$ cat src/rtl/uhk_pkg.sv
// ----------------------------------------------------------------------------
// uhk_pkg
// shared types, request codes and descriptor rom of the hid keyboard endpoint
// ----------------------------------------------------------------------------
package uhk_pkg;

  localparam int unsigned MaxPacket = 8;

  typedef enum logic [1:0] {
    KIND_OUT   = 2'd0,
    KIND_IN    = 2'd1,
    KIND_SETUP = 2'd2,
    KIND_RSVD  = 2'd3
  } kind_e;

  typedef enum logic [1:0] {
    ST_ACK   = 2'd0,
    ST_NAK   = 2'd1,
    ST_STALL = 2'd2,
    ST_RSVD  = 2'd3
  } status_e;

  typedef enum logic [2:0] {
    DESC_DEVICE = 3'd0,
    DESC_CONFIG = 3'd1,
    DESC_LANG   = 3'd2,
    DESC_REPORT = 3'd3,
    DESC_STRING = 3'd4
  } desc_e;

  // request fields
  localparam logic [7:0] RT_STD_DEV_OUT = 8'h00;
  localparam logic [7:0] RT_STD_EP_OUT  = 8'h02;
  localparam logic [7:0] RT_STD_DEV_IN  = 8'h80;
  localparam logic [7:0] RT_STD_IF_IN   = 8'h81;
  localparam logic [7:0] RQ_CLEAR_FEATURE  = 8'h01;
  localparam logic [7:0] RQ_SET_ADDRESS    = 8'h05;
  localparam logic [7:0] RQ_GET_DESCRIPTOR = 8'h06;
  localparam logic [7:0] RQ_SET_CONFIG     = 8'h09;
  localparam logic [7:0] DT_DEVICE = 8'h01;
  localparam logic [7:0] DT_CONFIG = 8'h02;
  localparam logic [7:0] DT_STRING = 8'h03;
  localparam logic [7:0] DT_REPORT = 8'h22;

  // descriptor sizes and offsets in the main rom
  localparam logic [5:0] SIZE_DEVICE = 6'd18;
  localparam logic [5:0] SIZE_CONFIG = 6'd34;
  localparam logic [5:0] SIZE_LANG   = 6'd4;
  localparam logic [5:0] SIZE_REPORT = 6'd63;
  localparam logic [6:0] OFS_DEVICE  = 7'd0;
  localparam logic [6:0] OFS_CONFIG  = 7'd18;
  localparam logic [6:0] OFS_LANG    = 7'd52;
  localparam logic [6:0] OFS_REPORT  = 7'd56;

  typedef struct packed {
    kind_e       kind;
    logic [3:0]  endpoint;
    logic [63:0] payload;
    logic [3:0]  byte_count;
  } in_req_t;

  typedef struct packed {
    status_e     status;
    logic [3:0]  moved_count;
    logic [63:0] reply_data;
    logic [7:0]  current_address;
  } out_rsp_t;

  localparam logic [7:0] ROM_MAIN [128] = '{
    // device
    8'd18, 8'h01, 8'h00, 8'h02, 8'h00, 8'h00, 8'h00, 8'h08, 8'h6b, 8'h1d, 8'h04, 8'h01,
    8'h01, 8'h01, 8'h01, 8'h02, 8'h00, 8'h01,
    // configuration, interface, hid, endpoint
    8'h09, 8'h02, 8'd34, 8'h00, 8'h01, 8'h01, 8'h03, 8'ha0, 8'h00,
    8'h09, 8'h04, 8'h00, 8'h00, 8'h01, 8'h03, 8'h01, 8'h01, 8'h04,
    8'h09, 8'h21, 8'h11, 8'h01, 8'h21, 8'h01, 8'h22, 8'h3f, 8'h00,
    8'h07, 8'h05, 8'h81, 8'h03, 8'h08, 8'h00, 8'h02,
    // language list
    8'h04, 8'h03, 8'h09, 8'h04,
    // report
    8'h05, 8'h01, 8'h09, 8'h06, 8'hA1, 8'h01, 8'h05, 8'h07, 8'h19, 8'hE0, 8'h29, 8'hE7,
    8'h15, 8'h00, 8'h25, 8'h01, 8'h75, 8'h01, 8'h95, 8'h08, 8'h81, 8'h02, 8'h95, 8'h01,
    8'h75, 8'h08, 8'h81, 8'h01, 8'h95, 8'h05, 8'h75, 8'h01, 8'h05, 8'h08, 8'h19, 8'h01,
    8'h29, 8'h05, 8'h91, 8'h02, 8'h95, 8'h01, 8'h75, 8'h03, 8'h91, 8'h01, 8'h95, 8'h06,
    8'h75, 8'h08, 8'h15, 8'h00, 8'h25, 8'h65, 8'h05, 8'h07, 8'h19, 8'h00, 8'h29, 8'h65,
    8'h81, 8'h00, 8'hC0,
    8'h00, 8'h00, 8'h00, 8'h00, 8'h00, 8'h00, 8'h00, 8'h00, 8'h00
  };

  localparam logic [7:0] ROM_TEXT [64] = '{
    8'h43, 8'h6f, 8'h72, 8'h65, 8'h6c, 8'h6c, 8'h69, 8'h75, 8'h6d,
    8'h4b, 8'h65, 8'h79, 8'h62, 8'h6f, 8'h61, 8'h72, 8'h64,
    8'h4b, 8'h65, 8'h79, 8'h62, 8'h6f, 8'h61, 8'h72, 8'h64,
    8'h48, 8'h49, 8'h44, 8'h20, 8'h44, 8'h65, 8'h76, 8'h69, 8'h63, 8'h65,
    8'h00, 8'h00, 8'h00, 8'h00, 8'h00, 8'h00, 8'h00, 8'h00, 8'h00, 8'h00,
    8'h00, 8'h00, 8'h00, 8'h00, 8'h00, 8'h00, 8'h00, 8'h00, 8'h00, 8'h00,
    8'h00, 8'h00, 8'h00, 8'h00, 8'h00, 8'h00, 8'h00, 8'h00, 8'h00
  };

  localparam logic [5:0] TEXT_START [8] = '{6'd0, 6'd0, 6'd9, 6'd17, 6'd25, 6'd0, 6'd0, 6'd0};
  localparam logic [5:0] TEXT_LEN   [8] = '{6'd0, 6'd9, 6'd8, 6'd8, 6'd10, 6'd0, 6'd0, 6'd0};

  // full size of string descriptor sidx
  function automatic logic [5:0] string_size(logic [2:0] sidx);
    return {TEXT_LEN[sidx][4:0], 1'b0} + 6'd2;
  endfunction

  // byte k of the selected descriptor
  function automatic logic [7:0] desc_byte(desc_e sel, logic [2:0] sidx, logic [5:0] k);
    logic [5:0] half;
    logic [5:0] t;
    logic [7:0] b;
    half = (k - 6'd2) >> 1;
    t    = TEXT_START[sidx] + half;
    b    = '0;
    case (sel)
      DESC_DEVICE: b = ROM_MAIN[OFS_DEVICE + {1'b0, k}];
      DESC_CONFIG: b = ROM_MAIN[OFS_CONFIG + {1'b0, k}];
      DESC_LANG:   b = ROM_MAIN[OFS_LANG + {1'b0, k}];
      DESC_REPORT: b = ROM_MAIN[OFS_REPORT + {1'b0, k}];
      DESC_STRING: begin
        if (k == 6'd0) begin
          b = {2'b00, string_size(sidx)};
        end else if (k == 6'd1) begin
          b = DT_STRING;
        end else if (k[0]) begin
          b = 8'h00;
        end else begin
          b = ROM_TEXT[t];
        end
      end
      default: b = '0;
    endcase
    return b;
  endfunction

endpackage

$ cat src/rtl/uhk_ram.sv
// ----------------------------------------------------------------------------
// uhk_ram
// generic single write port ram with registered read
// ----------------------------------------------------------------------------
module uhk_ram #(
  parameter int unsigned Width = 8,
  parameter int unsigned Depth = 512
) (
  input  logic                     clk_i,
  input  logic                     we_i,
  input  logic [$clog2(Depth)-1:0] waddr_i,
  input  logic [Width-1:0]         wdata_i,
  input  logic [$clog2(Depth)-1:0] raddr_i,
  output logic [Width-1:0]         rdata_o
);

  logic [Width-1:0] mem_q [Depth];
  logic [Width-1:0] rdata_q;

  always_ff @(posedge clk_i) begin
    if (we_i) begin
      mem_q[waddr_i] <= wdata_i;
    end
    rdata_q <= mem_q[raddr_i];
  end

  assign rdata_o = rdata_q;

endmodule

$ cat src/rtl/usb_hid_keyboard_endpoint.sv
// ----------------------------------------------------------------------------
// usb_hid_keyboard_endpoint
// device side of a full-speed hid keyboard: control endpoint zero sequencer
// ----------------------------------------------------------------------------
//  channel | dir | handshake                | payload
//  in      | in  | in_valid_i / in_ready_o  | in_req_i  (kind, endpoint, payload, byte_count)
//  out     | out | out_valid_o / out_ready_i| out_rsp_o (status, moved_count, reply_data,
//          |     |                          |            current_address)
//
//  a request is decoded in the cycle it is taken; a byte-wide sequencer then
//  moves data through the stage buffer ram one byte per cycle for descriptor
//  loads (n <= 63 bytes) and out packets; an in packet reads each byte in
//  S_INRD and captures it in S_INCAP, since the ram read is registered; a
//  request that moves no bytes goes straight from decode to S_DONE
//  in_ready_o is high only while the sequencer is idle; a finished response
//  waits in the output register and the next request is taken meanwhile
//  reset clears all control state; the buffer has no clearing pass, since an
//  in data stage only reads bytes that its own setup just loaded
// ----------------------------------------------------------------------------
module usb_hid_keyboard_endpoint #(
  parameter int unsigned BUF_DEPTH = 512
) (
  input  logic              clk_i,
  input  logic              rst_ni,
  input  logic              in_valid_i,
  output logic              in_ready_o,
  input  uhk_pkg::in_req_t  in_req_i,
  output logic              out_valid_o,
  input  logic              out_ready_i,
  output uhk_pkg::out_rsp_t out_rsp_o
);

  localparam int unsigned AW = $clog2(BUF_DEPTH);
  localparam int unsigned LW = $clog2(BUF_DEPTH + 1);

  typedef enum logic [5:0] {
    S_IDLE  = 6'b000001,
    S_LOAD  = 6'b000010,
    S_OUTW  = 6'b000100,
    S_INRD  = 6'b001000,
    S_INCAP = 6'b010000,
    S_DONE  = 6'b100000
  } state_e;

  state_e state_q, state_d;

  // control transfer state
  logic [7:0]    dev_addr_q, dev_addr_d;
  logic          setup_q, setup_d;
  logic [7:0]    rtype_q, rtype_d;
  logic [7:0]    rcode_q, rcode_d;
  logic [15:0]   rvalue_q, rvalue_d;
  logic [LW-1:0] len_q, len_d;
  logic [LW-1:0] ptr_q, ptr_d;

  // per-request working registers
  uhk_pkg::desc_e   sel_q, sel_d;
  logic [2:0]       sidx_q, sidx_d;
  logic [5:0]       k_q, k_d;
  logic [2:0]       j_q, j_d;
  logic [3:0]       step_q, step_d;
  logic [63:0]      pay_q, pay_d;
  logic [63:0]      data_q, data_d;
  uhk_pkg::status_e res_st_q, res_st_d;
  logic [3:0]       res_mv_q, res_mv_d;

  logic              out_valid_q, out_valid_d;
  uhk_pkg::out_rsp_t out_rsp_q, out_rsp_d;

  // ram port
  logic          ram_we;
  logic [AW-1:0] ram_waddr, ram_raddr;
  logic [7:0]    ram_wdata, ram_rdata;

  // decode helpers on the incoming request
  logic       accept;
  logic [3:0] count;
  logic [15:0] wlen;
  logic [LW-1:0] wlen_sat;
  logic [LW-1:0] remain;
  logic [3:0]  avail;
  logic [7:0]  p_type, p_code, p_dtype, p_sidx8;
  logic        serve_ok;
  uhk_pkg::desc_e serve_sel;
  logic [5:0]  serve_size;
  logic [5:0]  serve_n;

  assign accept = in_valid_i && in_ready_o;
  assign count  = (in_req_i.byte_count > 4'(uhk_pkg::MaxPacket)) ?
                  4'(uhk_pkg::MaxPacket) : in_req_i.byte_count;
  assign wlen   = in_req_i.payload[63:48];
  assign wlen_sat = (32'(wlen) < BUF_DEPTH) ? LW'(wlen) : LW'(BUF_DEPTH);
  assign remain = len_q - ptr_q;
  assign avail  = (remain < LW'(count)) ? 4'(remain) : count;

  assign p_type  = in_req_i.payload[7:0];
  assign p_code  = in_req_i.payload[15:8];
  assign p_sidx8 = in_req_i.payload[23:16];
  assign p_dtype = in_req_i.payload[31:24];

  // which descriptor a get_descriptor asks for
  always_comb begin
    serve_ok   = 1'b0;
    serve_sel  = uhk_pkg::DESC_DEVICE;
    serve_size = uhk_pkg::SIZE_DEVICE;
    if (p_code == uhk_pkg::RQ_GET_DESCRIPTOR) begin
      if (p_type == uhk_pkg::RT_STD_DEV_IN) begin
        if (p_dtype == uhk_pkg::DT_DEVICE) begin
          serve_ok = 1'b1;
        end else if (p_dtype == uhk_pkg::DT_CONFIG) begin
          serve_ok   = 1'b1;
          serve_sel  = uhk_pkg::DESC_CONFIG;
          serve_size = uhk_pkg::SIZE_CONFIG;
        end else if (p_dtype == uhk_pkg::DT_STRING) begin
          if (p_sidx8 == 8'd0) begin
            serve_ok   = 1'b1;
            serve_sel  = uhk_pkg::DESC_LANG;
            serve_size = uhk_pkg::SIZE_LANG;
          end else if (p_sidx8 < 8'd5) begin
            serve_ok   = 1'b1;
            serve_sel  = uhk_pkg::DESC_STRING;
            serve_size = uhk_pkg::string_size(p_sidx8[2:0]);
          end
        end
      end else if (p_type == uhk_pkg::RT_STD_IF_IN && p_dtype == uhk_pkg::DT_REPORT) begin
        serve_ok   = 1'b1;
        serve_sel  = uhk_pkg::DESC_REPORT;
        serve_size = uhk_pkg::SIZE_REPORT;
      end
    end
  end

  // descriptors are all shorter than 64 bytes
  assign serve_n = (wlen < 16'(serve_size)) ? wlen[5:0] : serve_size;

  assign in_ready_o = (state_q == S_IDLE);

  // sequencer
  always_comb begin
    state_d    = state_q;
    dev_addr_d = dev_addr_q;
    setup_d    = setup_q;
    rtype_d    = rtype_q;
    rcode_d    = rcode_q;
    rvalue_d   = rvalue_q;
    len_d      = len_q;
    ptr_d      = ptr_q;
    sel_d      = sel_q;
    sidx_d     = sidx_q;
    k_d        = k_q;
    j_d        = j_q;
    step_d     = step_q;
    pay_d      = pay_q;
    data_d     = data_q;
    res_st_d   = res_st_q;
    res_mv_d   = res_mv_q;
    out_valid_d = out_valid_q && !out_ready_i;
    out_rsp_d   = out_rsp_q;
    ram_we     = 1'b0;
    ram_waddr  = ptr_q[AW-1:0];
    ram_wdata  = pay_q[{j_q, 3'b000} +: 8];
    ram_raddr  = ptr_q[AW-1:0];

    case (state_q)
      S_IDLE: begin
        if (accept) begin
          state_d  = S_DONE;
          pay_d    = in_req_i.payload;
          data_d   = '0;
          j_d      = '0;
          k_d      = '0;
          res_st_d = uhk_pkg::ST_NAK;
          res_mv_d = '0;
          if (in_req_i.endpoint != 4'd0) begin
            res_st_d = uhk_pkg::ST_NAK;
          end else if (in_req_i.kind == uhk_pkg::KIND_SETUP) begin
            rtype_d  = p_type;
            rcode_d  = p_code;
            rvalue_d = in_req_i.payload[31:16];
            ptr_d    = '0;
            len_d    = wlen_sat;
            setup_d  = 1'b1;
            res_st_d = uhk_pkg::ST_ACK;
            res_mv_d = count;
            if (p_type[7]) begin
              if (serve_ok) begin
                sel_d  = serve_sel;
                sidx_d = p_sidx8[2:0];
                len_d  = LW'(serve_n);
                if (serve_n != 6'd0) begin
                  state_d = S_LOAD;
                end
              end else begin
                setup_d  = 1'b0;
                res_st_d = uhk_pkg::ST_STALL;
                res_mv_d = '0;
              end
            end
          end else if (in_req_i.kind == uhk_pkg::KIND_OUT) begin
            if (!setup_q) begin
              res_st_d = uhk_pkg::ST_STALL;
            end else if (rtype_q[7]) begin
              // status stage of a device-to-host transfer
              setup_d  = 1'b0;
              res_st_d = uhk_pkg::ST_ACK;
              res_mv_d = count;
            end else begin
              res_st_d = uhk_pkg::ST_ACK;
              res_mv_d = avail;
              step_d   = avail;
              if (avail != 4'd0) begin
                state_d = S_OUTW;
              end
            end
          end else if (in_req_i.kind == uhk_pkg::KIND_IN) begin
            if (!setup_q) begin
              res_st_d = uhk_pkg::ST_STALL;
            end else if (!rtype_q[7]) begin
              // status stage: carry out the host-to-device request
              setup_d  = 1'b0;
              res_st_d = uhk_pkg::ST_STALL;
              if (rtype_q == uhk_pkg::RT_STD_DEV_OUT) begin
                if (rcode_q == uhk_pkg::RQ_SET_ADDRESS) begin
                  dev_addr_d = rvalue_q[7:0];
                  res_st_d   = uhk_pkg::ST_ACK;
                end else if (rcode_q == uhk_pkg::RQ_SET_CONFIG) begin
                  res_st_d = uhk_pkg::ST_ACK;
                end
              end else if (rtype_q == uhk_pkg::RT_STD_EP_OUT &&
                           rcode_q == uhk_pkg::RQ_CLEAR_FEATURE) begin
                res_st_d = uhk_pkg::ST_ACK;
              end
            end else begin
              res_st_d = uhk_pkg::ST_ACK;
              res_mv_d = avail;
              step_d   = avail;
              if (avail != 4'd0) begin
                state_d = S_INRD;
              end
            end
          end
        end
      end

      S_LOAD: begin
        ram_we    = 1'b1;
        ram_waddr = AW'(k_q);
        ram_wdata = uhk_pkg::desc_byte(sel_q, sidx_q, k_q);
        k_d       = k_q + 6'd1;
        if (LW'(k_q) == len_q - LW'(1)) begin
          state_d = S_DONE;
        end
      end

      S_OUTW: begin
        ram_we = 1'b1;
        ptr_d  = ptr_q + LW'(1);
        j_d    = j_q + 3'd1;
        if ({1'b0, j_q} == step_q - 4'd1) begin
          state_d = S_DONE;
        end
      end

      S_INRD: begin
        state_d = S_INCAP;
      end

      S_INCAP: begin
        data_d[{j_q, 3'b000} +: 8] = ram_rdata;
        ptr_d = ptr_q + LW'(1);
        j_d   = j_q + 3'd1;
        if ({1'b0, j_q} == step_q - 4'd1) begin
          state_d = S_DONE;
        end else begin
          state_d = S_INRD;
        end
      end

      S_DONE: begin
        if (!out_valid_q || out_ready_i) begin
          out_valid_d = 1'b1;
          out_rsp_d.status          = res_st_q;
          out_rsp_d.moved_count     = res_mv_q;
          out_rsp_d.reply_data      = data_q;
          out_rsp_d.current_address = dev_addr_q;
          state_d = S_IDLE;
        end
      end

      default: state_d = S_IDLE;
    endcase
  end

  always_ff @(posedge clk_i or negedge rst_ni) begin
    if (!rst_ni) begin
      state_q     <= S_IDLE;
      dev_addr_q  <= '0;
      setup_q     <= 1'b0;
      rtype_q     <= '0;
      rcode_q     <= '0;
      rvalue_q    <= '0;
      len_q       <= '0;
      ptr_q       <= '0;
      out_valid_q <= 1'b0;
    end else begin
      state_q     <= state_d;
      dev_addr_q  <= dev_addr_d;
      setup_q     <= setup_d;
      rtype_q     <= rtype_d;
      rcode_q     <= rcode_d;
      rvalue_q    <= rvalue_d;
      len_q       <= len_d;
      ptr_q       <= ptr_d;
      out_valid_q <= out_valid_d;
    end
  end

  // payload registers
  always_ff @(posedge clk_i) begin
    sel_q     <= sel_d;
    sidx_q    <= sidx_d;
    k_q       <= k_d;
    j_q       <= j_d;
    step_q    <= step_d;
    pay_q     <= pay_d;
    data_q    <= data_d;
    res_st_q  <= res_st_d;
    res_mv_q  <= res_mv_d;
    out_rsp_q <= out_rsp_d;
  end

  // stage buffer
  uhk_ram #(
    .Width(8),
    .Depth(BUF_DEPTH)
  ) u_buf (
    .clk_i   (clk_i),
    .we_i    (ram_we),
    .waddr_i (ram_waddr),
    .wdata_i (ram_wdata),
    .raddr_i (ram_raddr),
    .rdata_o (ram_rdata)
  );

  assign out_valid_o = out_valid_q;
  assign out_rsp_o   = out_rsp_q;

  // pointer never runs past the data stage length
  assert property (@(posedge clk_i) disable iff (!rst_ni) ptr_q <= len_q)
    else $error("stage pointer beyond stage length");

  // non-ack responses carry no bytes
  assert property (@(posedge clk_i) disable iff (!rst_ni)
    out_valid_o && out_rsp_o.status != uhk_pkg::ST_ACK |->
      out_rsp_o.moved_count == 4'd0 && out_rsp_o.reply_data == 64'd0)
    else $error("nak or stall with data");

  // descriptor load only runs for an open transfer
  assert property (@(posedge clk_i) disable iff (!rst_ni)
    state_q == S_LOAD |-> setup_q && rtype_q[7])
    else $error("load without open in transfer");

  // a taken request always closes the idle window
  assert property (@(posedge clk_i) disable iff (!rst_ni)
    in_valid_i && in_ready_o |=> !in_ready_o)
    else $error("ready stayed high after a request");

endmodule
$ cat config.mk
export PLATFORM = sky130hd
export DESIGN_NAME = usb_hid_keyboard_endpoint
export DESIGN_NICKNAME = d
export VERILOG_FILES = /design/src/rtl/uhk_pkg.sv /design/src/rtl/uhk_ram.sv /design/src/rtl/usb_hid_keyboard_endpoint.sv
export SDC_FILE = /design/constraint.sdc
export NUM_CORES = 2
export LEC_CHECK = 0
export ABC_AREA = 1
export ABC_CLOCK_PERIOD_IN_PS = 43500
export BUFFER_PORTS_ARGS = -buffer_cell sky130_fd_sc_hd__buf_2
export CORE_AREA = 2 2 574 576
export CTS_CLUSTER_SIZE = 40
export DETAILED_ROUTE_END_ITERATION = 6
export DIE_AREA = 0 0 576 578
export PLACE_DENSITY = 0.73
export SYNTH_ARGS = -nofsm -noshare
export SYNTH_HDL_FRONTEND = slang
export SYNTH_SLANG_ARGS = --single-unit
export TNS_END_PERCENT = 20
$ cat constraint.sdc
create_clock -name clk_i -period 43.5 [get_ports clk_i]
set_clock_uncertainty 0.2 [all_clocks]
set_input_delay 0 -clock clk_i [delete_from_list [all_inputs] [get_ports clk_i]]
set_output_delay 0 -clock clk_i [all_outputs]
set_load 0.005 [all_outputs]
# == Yosys cells after proc, flatten, opt, wreduce, memory -nomap -nowiden ==
# Memory sizes are Yosys's and may differ from the RTL's. A register that Yosys moved wholly into a read port is not among the register bits.
# Cells that the tools add are included.
# totals
output_inout_bits,80
n_memories,9
latchBits,0
reg_bits,291
inputBits,78
word_cells,263
romBits,4752
mem_bits_rw,4096
# mem_list
name,words,word_bits,read_ports,rd_clocked_by_memory_dff,wr,line,source
u_buf.mem_q,512,8,1,1,1,uhk_ram.sv:17,logic [Width-1:0] mem_q [Depth];
(no name shown),128,8,1,0,0,uhk_pkg.sv:120,"DESC_REPORT: b = ROM_MAIN[OFS_REPORT + {1'b0, k}];"
(no name shown),128,8,1,0,0,uhk_pkg.sv:119,"DESC_LANG: b = ROM_MAIN[OFS_LANG + {1'b0, k}];"
(no name shown),128,8,1,0,0,uhk_pkg.sv:118,"DESC_CONFIG: b = ROM_MAIN[OFS_CONFIG + {1'b0, k}];"
(no name shown),128,8,1,0,0,uhk_pkg.sv:117,"DESC_DEVICE: b = ROM_MAIN[OFS_DEVICE + {1'b0, k}];"
(no name shown),64,8,1,0,0,uhk_pkg.sv:129,b = ROM_TEXT[t];
+3 memories,n/a,n/a,n/a,n/a,n/a,n/a,
# classes
eq_ne,35
magnitude_cmp,12
mul,0
n_div,0
n_addsub,14
muxes,122
bitwise,11
reduce_logical,35
shifts,3
# op_table
operator,count
6-bit 2-to-1 mux,30
64-bit case mux with 2 select lines,1
8-bit 2-to-1 mux,14
4-bit 2-to-1 mux,17
64-bit bitwise mux,1
64-bit 2-to-1 mux,1
"8-bit by 8-bit variable shift with 64-bit output, first input constant",1
64-bit by 7-bit indexed part select with 8-bit output,1
8-bit by 8-bit indexed part select with 64-bit output,1
10-bit 2-to-1 mux,6
8-bit case mux with 5 select lines,1
6-bit case mux with 6 select lines,1
"8-bit greater-or-equal comparator, second input constant",4
2-bit 2-to-1 mux,13
"8-bit by 2-bit == test with 1-bit output, second input constant",3
7-bit inverter with 8-bit output,3
1-bit 2-to-1 mux,22
3-bit 2-to-1 mux,7
5-bit 2-to-1 mux,4
10-bit case mux with 2 select lines,1
"8-bit by 1-bit == test with 1-bit output, second input constant",2
"8-bit by 3-bit == test with 1-bit output, second input constant",2
"8-bit == test, second input constant",2
8-bit logical NOT,2
other kinds (59),92

# == Logic depth before layout (Yosys ltp) ==
# depth
depth_word,22
mapped_depth,29
depth_no_buf,27

# == By module ==
# From an unflattened synthesis, not the netlist that was laid out.
# hier_totals
hier_cells,15931
area_unflattened_um2,184000.2
# modules_own_cells
mod,n_inst,seq_area_each_um2,area_each_um2,cells_each
uhk_ram,1,123158.1,166728.7,13891
usb_hid_keyboard_endpoint,1,8439.3,17271.6,2040

# == Worst setup path before layout ==
# OpenSTA, ideal clock, no wires.
# synth_timing
kind,reg2reg
start,reg k_q[2]
end,mem u_buf.mem_q[0][7] (data pin)
setup_slack_ps,16799
arrival_ps,22331
path_stages_with_launch,15
n_path_buf,3
period_less_slack_ps,26701
setup_time_ps,4170
required_ps,39130
cell_sequence,edfxtp_1 -> buf_2 -> clkinv_1 -> ha_1 -> inv_1 -> clkbuf_1 -> clkbuf_1 -> o21ai_0 -> o211ai_1 -> o31ai_1 -> nand2_1 -> nand2_1 -> nand3_1 -> a31oi_1 -> o21ai_0
# synth_between
elab_chain_cells,11
word_cells_on_any_way,32
classes_between,add/sub (5); eq/ne (1); mux (15); bitwise (5); reduce/logical (1); memory (5)
# synth_lines
item,line,source
"start, declared",usb_hid_keyboard_endpoint.sv:59,"logic [5:0] k_q, k_d;"
"start signal, assigned",usb_hid_keyboard_endpoint.sv:322,k_q <= k_d;
6-bit by 2-bit subtractor with 6-bit output,uhk_pkg.sv:113,half = (k - 6'd2) >> 1;
6-bit by 5-bit adder with 6-bit output,uhk_pkg.sv:114,t = TEXT_START[sidx] + half;
6-bit inverter with 7-bit output (not written as such),uhk_pkg.sv:129,
memory 64 x 8 bit,n/a,
8-bit 2-to-1 mux (not written as such) (2 in a row),uhk_pkg.sv:129,
8-bit 2-to-1 mux,uhk_pkg.sv:126,end else if (k[0]) begin
8-bit 2-to-1 mux,uhk_pkg.sv:124,end else if (k == 6'd1) begin
8-bit 2-to-1 mux,uhk_pkg.sv:122,if (k == 6'd0) begin
8-bit case mux with 5 select lines *,uhk_pkg.sv:116,case (sel)
8-bit 2-to-1 mux *,usb_hid_keyboard_endpoint.sv:164,case (state_q)
named net ram_wdata[7],usb_hid_keyboard_endpoint.sv:73,"logic [7:0] ram_wdata, ram_rdata;"
"end, declared",uhk_ram.sv:17,
# Mark *: on every way through the listed nets, which the timed path passes. The rest lies on a longest branch. The select of a mux whose other input is x is not followed.

# == Worst setup path after layout ==
# layout_timing
start,reg ptr_q[0]
end,reg state_q[5]
# layout_between
elab_chain_cells,13
word_cells_on_any_way,16
classes_between,add/sub (1); order compare (1); mux (13); reduce/logical (1)
# layout_lines
item,line,source
"start, declared",usb_hid_keyboard_endpoint.sv:54,"logic [LW-1:0] ptr_q, ptr_d;"
"start signal, assigned",usb_hid_keyboard_endpoint.sv:313,ptr_q <= ptr_d;
10-bit subtractor *,usb_hid_keyboard_endpoint.sv:93,assign remain = len_q - ptr_q;
10-bit by 4-bit less-than comparator with 1-bit output,usb_hid_keyboard_endpoint.sv:94,assign avail = (remain < LW'(count)) ? 4'(remain) : count;
4-bit 2-to-1 mux *,usb_hid_keyboard_endpoint.sv:94,
named net avail[3],usb_hid_keyboard_endpoint.sv:81,logic [3:0] avail;
4-bit nonzero test *,"usb_hid_keyboard_endpoint.sv:211, usb_hid_keyboard_endpoint.sv:237",
6-bit 2-to-1 mux,usb_hid_keyboard_endpoint.sv:237,if (avail != 4'd0) begin
6-bit 2-to-1 mux,usb_hid_keyboard_endpoint.sv:218,end else if (!rtype_q[7]) begin
6-bit 2-to-1 mux,usb_hid_keyboard_endpoint.sv:216,if (!setup_q) begin
6-bit 2-to-1 mux,usb_hid_keyboard_endpoint.sv:215,end else if (in_req_i.kind == uhk_pkg::KIND_IN) begin
6-bit 2-to-1 mux *,usb_hid_keyboard_endpoint.sv:199,end else if (in_req_i.kind == uhk_pkg::KIND_OUT) begin
6-bit 2-to-1 mux *,usb_hid_keyboard_endpoint.sv:176,end else if (in_req_i.kind == uhk_pkg::KIND_SETUP) begin
6-bit 2-to-1 mux *,usb_hid_keyboard_endpoint.sv:174,if (in_req_i.endpoint != 4'd0) begin
6-bit 2-to-1 mux *,usb_hid_keyboard_endpoint.sv:166,if (accept) begin
6-bit case mux with 6 select lines *,usb_hid_keyboard_endpoint.sv:164,
"end signal, assigned",usb_hid_keyboard_endpoint.sv:306,state_q <= state_d;
"end, declared",usb_hid_keyboard_endpoint.sv:45,"state_e state_q, state_d;"
# Marks and branches as above.
# A chain may end at the register's enable or synchronous reset.

==> impl_metrics.tcl <==
set metrics [dict create \
    finalWeightedCongestion 0.891 \
    synth_edf_count 4327 \
    via_per_inst 6.44 \
    rsz0062_at_grt "false" \
    postLayoutCellArea_sq_um 198000 \
    most_numerous_cell_on_the_critical_path "sky130_fd_sc_hd__nand2_1" \
    critPathMaxFanout 60 \
    type_of_element_capturing_the_critical_path "flip-flop" \
    power.share.clock_pct 36.2 \
    intPower_uw 7380 \
    wl_per_cell_microns 26.6 \
    final.period_utilization_pct 19.5 \
    hold_slack_ns 0.0813 \
    run_status "complete, no violations" \
    timing.critical_path.buf_inv 9 \
    worst-setup-path-type "reg -> reg" \
    clkSinkCount 4395 \
    route.final.wire_length_mm 502 \
    vdd_ir_drop_max_v 0.0000418 \
    relSlewSlack_pct 17.9 \
    crit_path_top_delay_cell "sky130_fd_sc_hd__dfrtp_4" \
    global_route_usage_over_all_layers_pct 29.3 \
    floorplan.core_area_sq_um 326000 \
    first_iter_violations 17800 \
    maxCapViolations 0 \
    portBuffers 157 \
    ys_seq_area_share_pct 73.6 \
    worstReg2RegStart "ptr_q[0]" \
    synth_top_flop_cell "sky130_fd_sc_hd__edfxtp_1" \
    floorplan.die_area_sq_um 333000 \
    cts_root_buf "sky130_fd_sc_hd__clkbuf_16" \
    clkTransAtPathRegs_ns 0.07 \
    hold_path.startpoint "in_req_i[22]" \
    power_switching_share_pct 25.7 \
    grt_pass1_wl_mm 734 \
    placement_rows 210 \
    cts.htree.levels 5 \
    route.vias.total 121000 \
    post-route-util_pct 60.7 \
    clock_insertion_delay_worst_skew_ns 0.99 \
    power_density_nw_per_um2 50.2 \
    critical_path_arrival_ns 9.16 \
    synthToLayoutAreaGrowth_pct 10.7 \
    synth_largest_type_area_fraction_pct 72.6 \
    tritoncts "yes" \
    worstPathRequired_ns 44.17 \
    die_h_microns 578 \
    syn-instance-count 14300 \
    yosysWarningCount 0 \
    vias_in_the_first_global_route 113000 \
    drive_above_1_share_pct 7.14 \
    cts.repair_timing.setup_buffer_count 0 \
    power.share.sequential_pct 52.4 \
    worstMarginPinSlew_ns 1.23 \
    report.final.setup_viol 0 \
    cts_buffer_depth 4 \
    hold_vio_cnt_final 0 \
    total_switching_power_uw 2550 \
    detailed_place.area_sq_um 183000 \
    drt_drc_violations_left 0 \
    synth.distinct_cells 64 \
    overflow 0 \
    layout.nets 14300 \
    cts.hold.buffers_added 164 \
    postSynthRegisterBits 4395 \
    syn-num-nets 14400 \
    place_hpwl_mm 274 \
    grt_max_degree 214 \
    post-synth-top-area-cell "sky130_fd_sc_hd__edfxtp_1" \
    max_clock_freq_ghz 0.118 \
    async_reset_ff_share_pct 1.37 \
    power.leakage_uw 0.0643 \
    path_delay_family "buffers and inverters" \
    antenna_found_initial 17 \
    tritoncts.num_buffers 425 \
    totalNegativeSetupSlack_ns 0 \
    die_w_microns 576 \
    totalPowerFinal_uw 9940 \
    start_kind "flip-flop" \
    firstDrtPassIters 7 \
    synth_area_leaders "sky130_fd_sc_hd__edfxtp_1 (73%), sky130_fd_sc_hd__o21ai_0 (6.5%), sky130_fd_sc_hd__nor2_1 (6.1%)" \
    number_of_max_slew_violations_in_the_final_report 0 \
    hold_path.class "in -> reg" \
    share_comb_of_total_power_pct 11.4 \
    timing.critical_path.from "ptr_q[0]" \
    mappedNetlistArea_sq_um 179000 \
    ant_nets 0 \
    layout_min_cycle_time_ns 8.49 \
    cpPeakStageDelay_ns 0.76 \
    synth_area_per_cell_sq_um 12.5 \
    ctsResizeCount 0 \
    initial_utilization_pct 54.8 \
    design.portCount 158 \
]
-- worst paths after layout --
path,depth (start not counted),slack [ns],to
max,32,35.01,state_q[5]
min,6,0.08,len_q[9]
max reg2reg,32,35.01,state_q[5]
min reg2reg,0,0.21,out_rsp_o[75]
max in group asynchronous,4,42.32,ptr_q[2]
min in group asynchronous,4,0.11,dev_addr_q[0]
-- through the flow --
| stage | worst slack (ns) | std cells |
|---|---|---|
| 4_1_cts | 35.18 | 18900 |
| 3_5_place_dp | 35.82 | 17900 |
| 2_1_floorplan | 16.80 | 14300 |
| 6_report | 35.01 | 18900 |
| 5_1_grt | 34.68 | 18900 |
| 3_3_place_gp | 35.94 | 17900 |
-- Yosys cell counts, types with 4 or more instances --
master	n
sky130_fd_sc_hd__nor3_1	53
sky130_fd_sc_hd__edfxtp_1	4327
sky130_fd_sc_hd__ha_1	60
sky130_fd_sc_hd__xor2_1	13
sky130_fd_sc_hd__nand2_2	13
sky130_fd_sc_hd__dfxtp_1	8
sky130_fd_sc_hd__o31ai_1	14
sky130_fd_sc_hd__a211oi_1	9
sky130_fd_sc_hd__o21ai_0	2321
sky130_fd_sc_hd__nand3_1	629
sky130_fd_sc_hd__o211a_1	4
sky130_fd_sc_hd__nand4_1	65
sky130_fd_sc_hd__o311ai_0	5
sky130_fd_sc_hd__clkinv_1	13
sky130_fd_sc_hd__mux2_2	6
sky130_fd_sc_hd__buf_4	9
sky130_fd_sc_hd__nor4_1	13
sky130_fd_sc_hd__nand3b_1	4
sky130_fd_sc_hd__buf_1	35
sky130_fd_sc_hd__inv_2	11
sky130_fd_sc_hd__a21oi_1	277
sky130_fd_sc_hd__nor2_1	2916
sky130_fd_sc_hd__buf_2	247
sky130_fd_sc_hd__inv_1	264
sky130_fd_sc_hd__a311oi_1	4
sky130_fd_sc_hd__o2111ai_1	10
sky130_fd_sc_hd__o22ai_1	628
sky130_fd_sc_hd__a31oi_1	32
sky130_fd_sc_hd__nand2_4	8
sky130_fd_sc_hd__o221ai_1	432
sky130_fd_sc_hd__nand2_1	846
sky130_fd_sc_hd__o211ai_1	135
sky130_fd_sc_hd__dfrtp_1	59
sky130_fd_sc_hd__clkbuf_1	736
sky130_fd_sc_hd__xnor2_1	5
sky130_fd_sc_hd__nor2_2	4
-- area by class of cell --
class,count,area [sq um]
multi-input cells,8545,42200
diodes,12,30.0
clock buffers,543,11200
repair buffers,513,4210
flip-flops and latches,4395,132000
clock inverters,235,2170
inverters,289,1130
fillers,24200,128000
well taps,4346,5440
-- routing by layer --
layer  share of wire (%)  routed length [microns]  GRT usage, %
met1                  38                   188000          40.3
met2                  46                   231000          45.4
met3                  12                    59300          6.17
met4                 4.7                    23400          12.8
met5               0.031                      158             0
-- placed cells by master, fill, tap and decap left out, drive strengths merged, types with 16 or more instances in the layout --
cell and instances:
a21oi 278, a31oi 32, buf 349, bufinv 31
clkbuf 543, clkinv 190, dfrtp 59, dlygate4sd3 164
edfxtp 4327, ha 60, inv 291, nand2 867
nand3 631, nand4 65, nor2 2923, nor3 54
nor4 16, o211ai 135, o21ai 2326, o221ai 432
o22ai 628
-- power groups by stage --
stage,clock [uW],sequential (uW),combinational [uW]
floorplan,0,5660,602
global placement,0,5290,1080
detailed placement,0,5290,1090
CTS,3600,5200,1110
global route,3770,5210,1210
finish,3600,5210,1130
-- registers in the layout, indices dropped and copies added, names as in the netlist, 4 cells and up --
name / flops
u_buf.mem_q: 4096
out_rsp_o: 78
data_q: 64
pay_q: 64
len_q: 10
ptr_q: 10
dev_addr_q: 8
rcode_q: 8
rtype_q: 8
rvalue_q: 8
u_buf.rdata_o: 8
k_q: 6
state_q: 6
res_mv_q: 4
step_q: 4
-- kinds of logic after synthesis --
logic type	synth area share [%]
xor gates and xnor gates	0.0972
DFF	73.6
muxes	0.0378
buffers and inverters	2.97
adders and majority gates	0.431
AOI/OAI and AO/OA	12.6
and+or+nand+nor	10.3
-- worst reg2reg max path: cells and delay by family (launching register included) --
family        cells  cell delay, ns
buf+inv           9            4.58
simple gates     20            1.70
fa+ha+maj         3            1.11
flops             1            0.76
(Power assumes the default switching activity.)
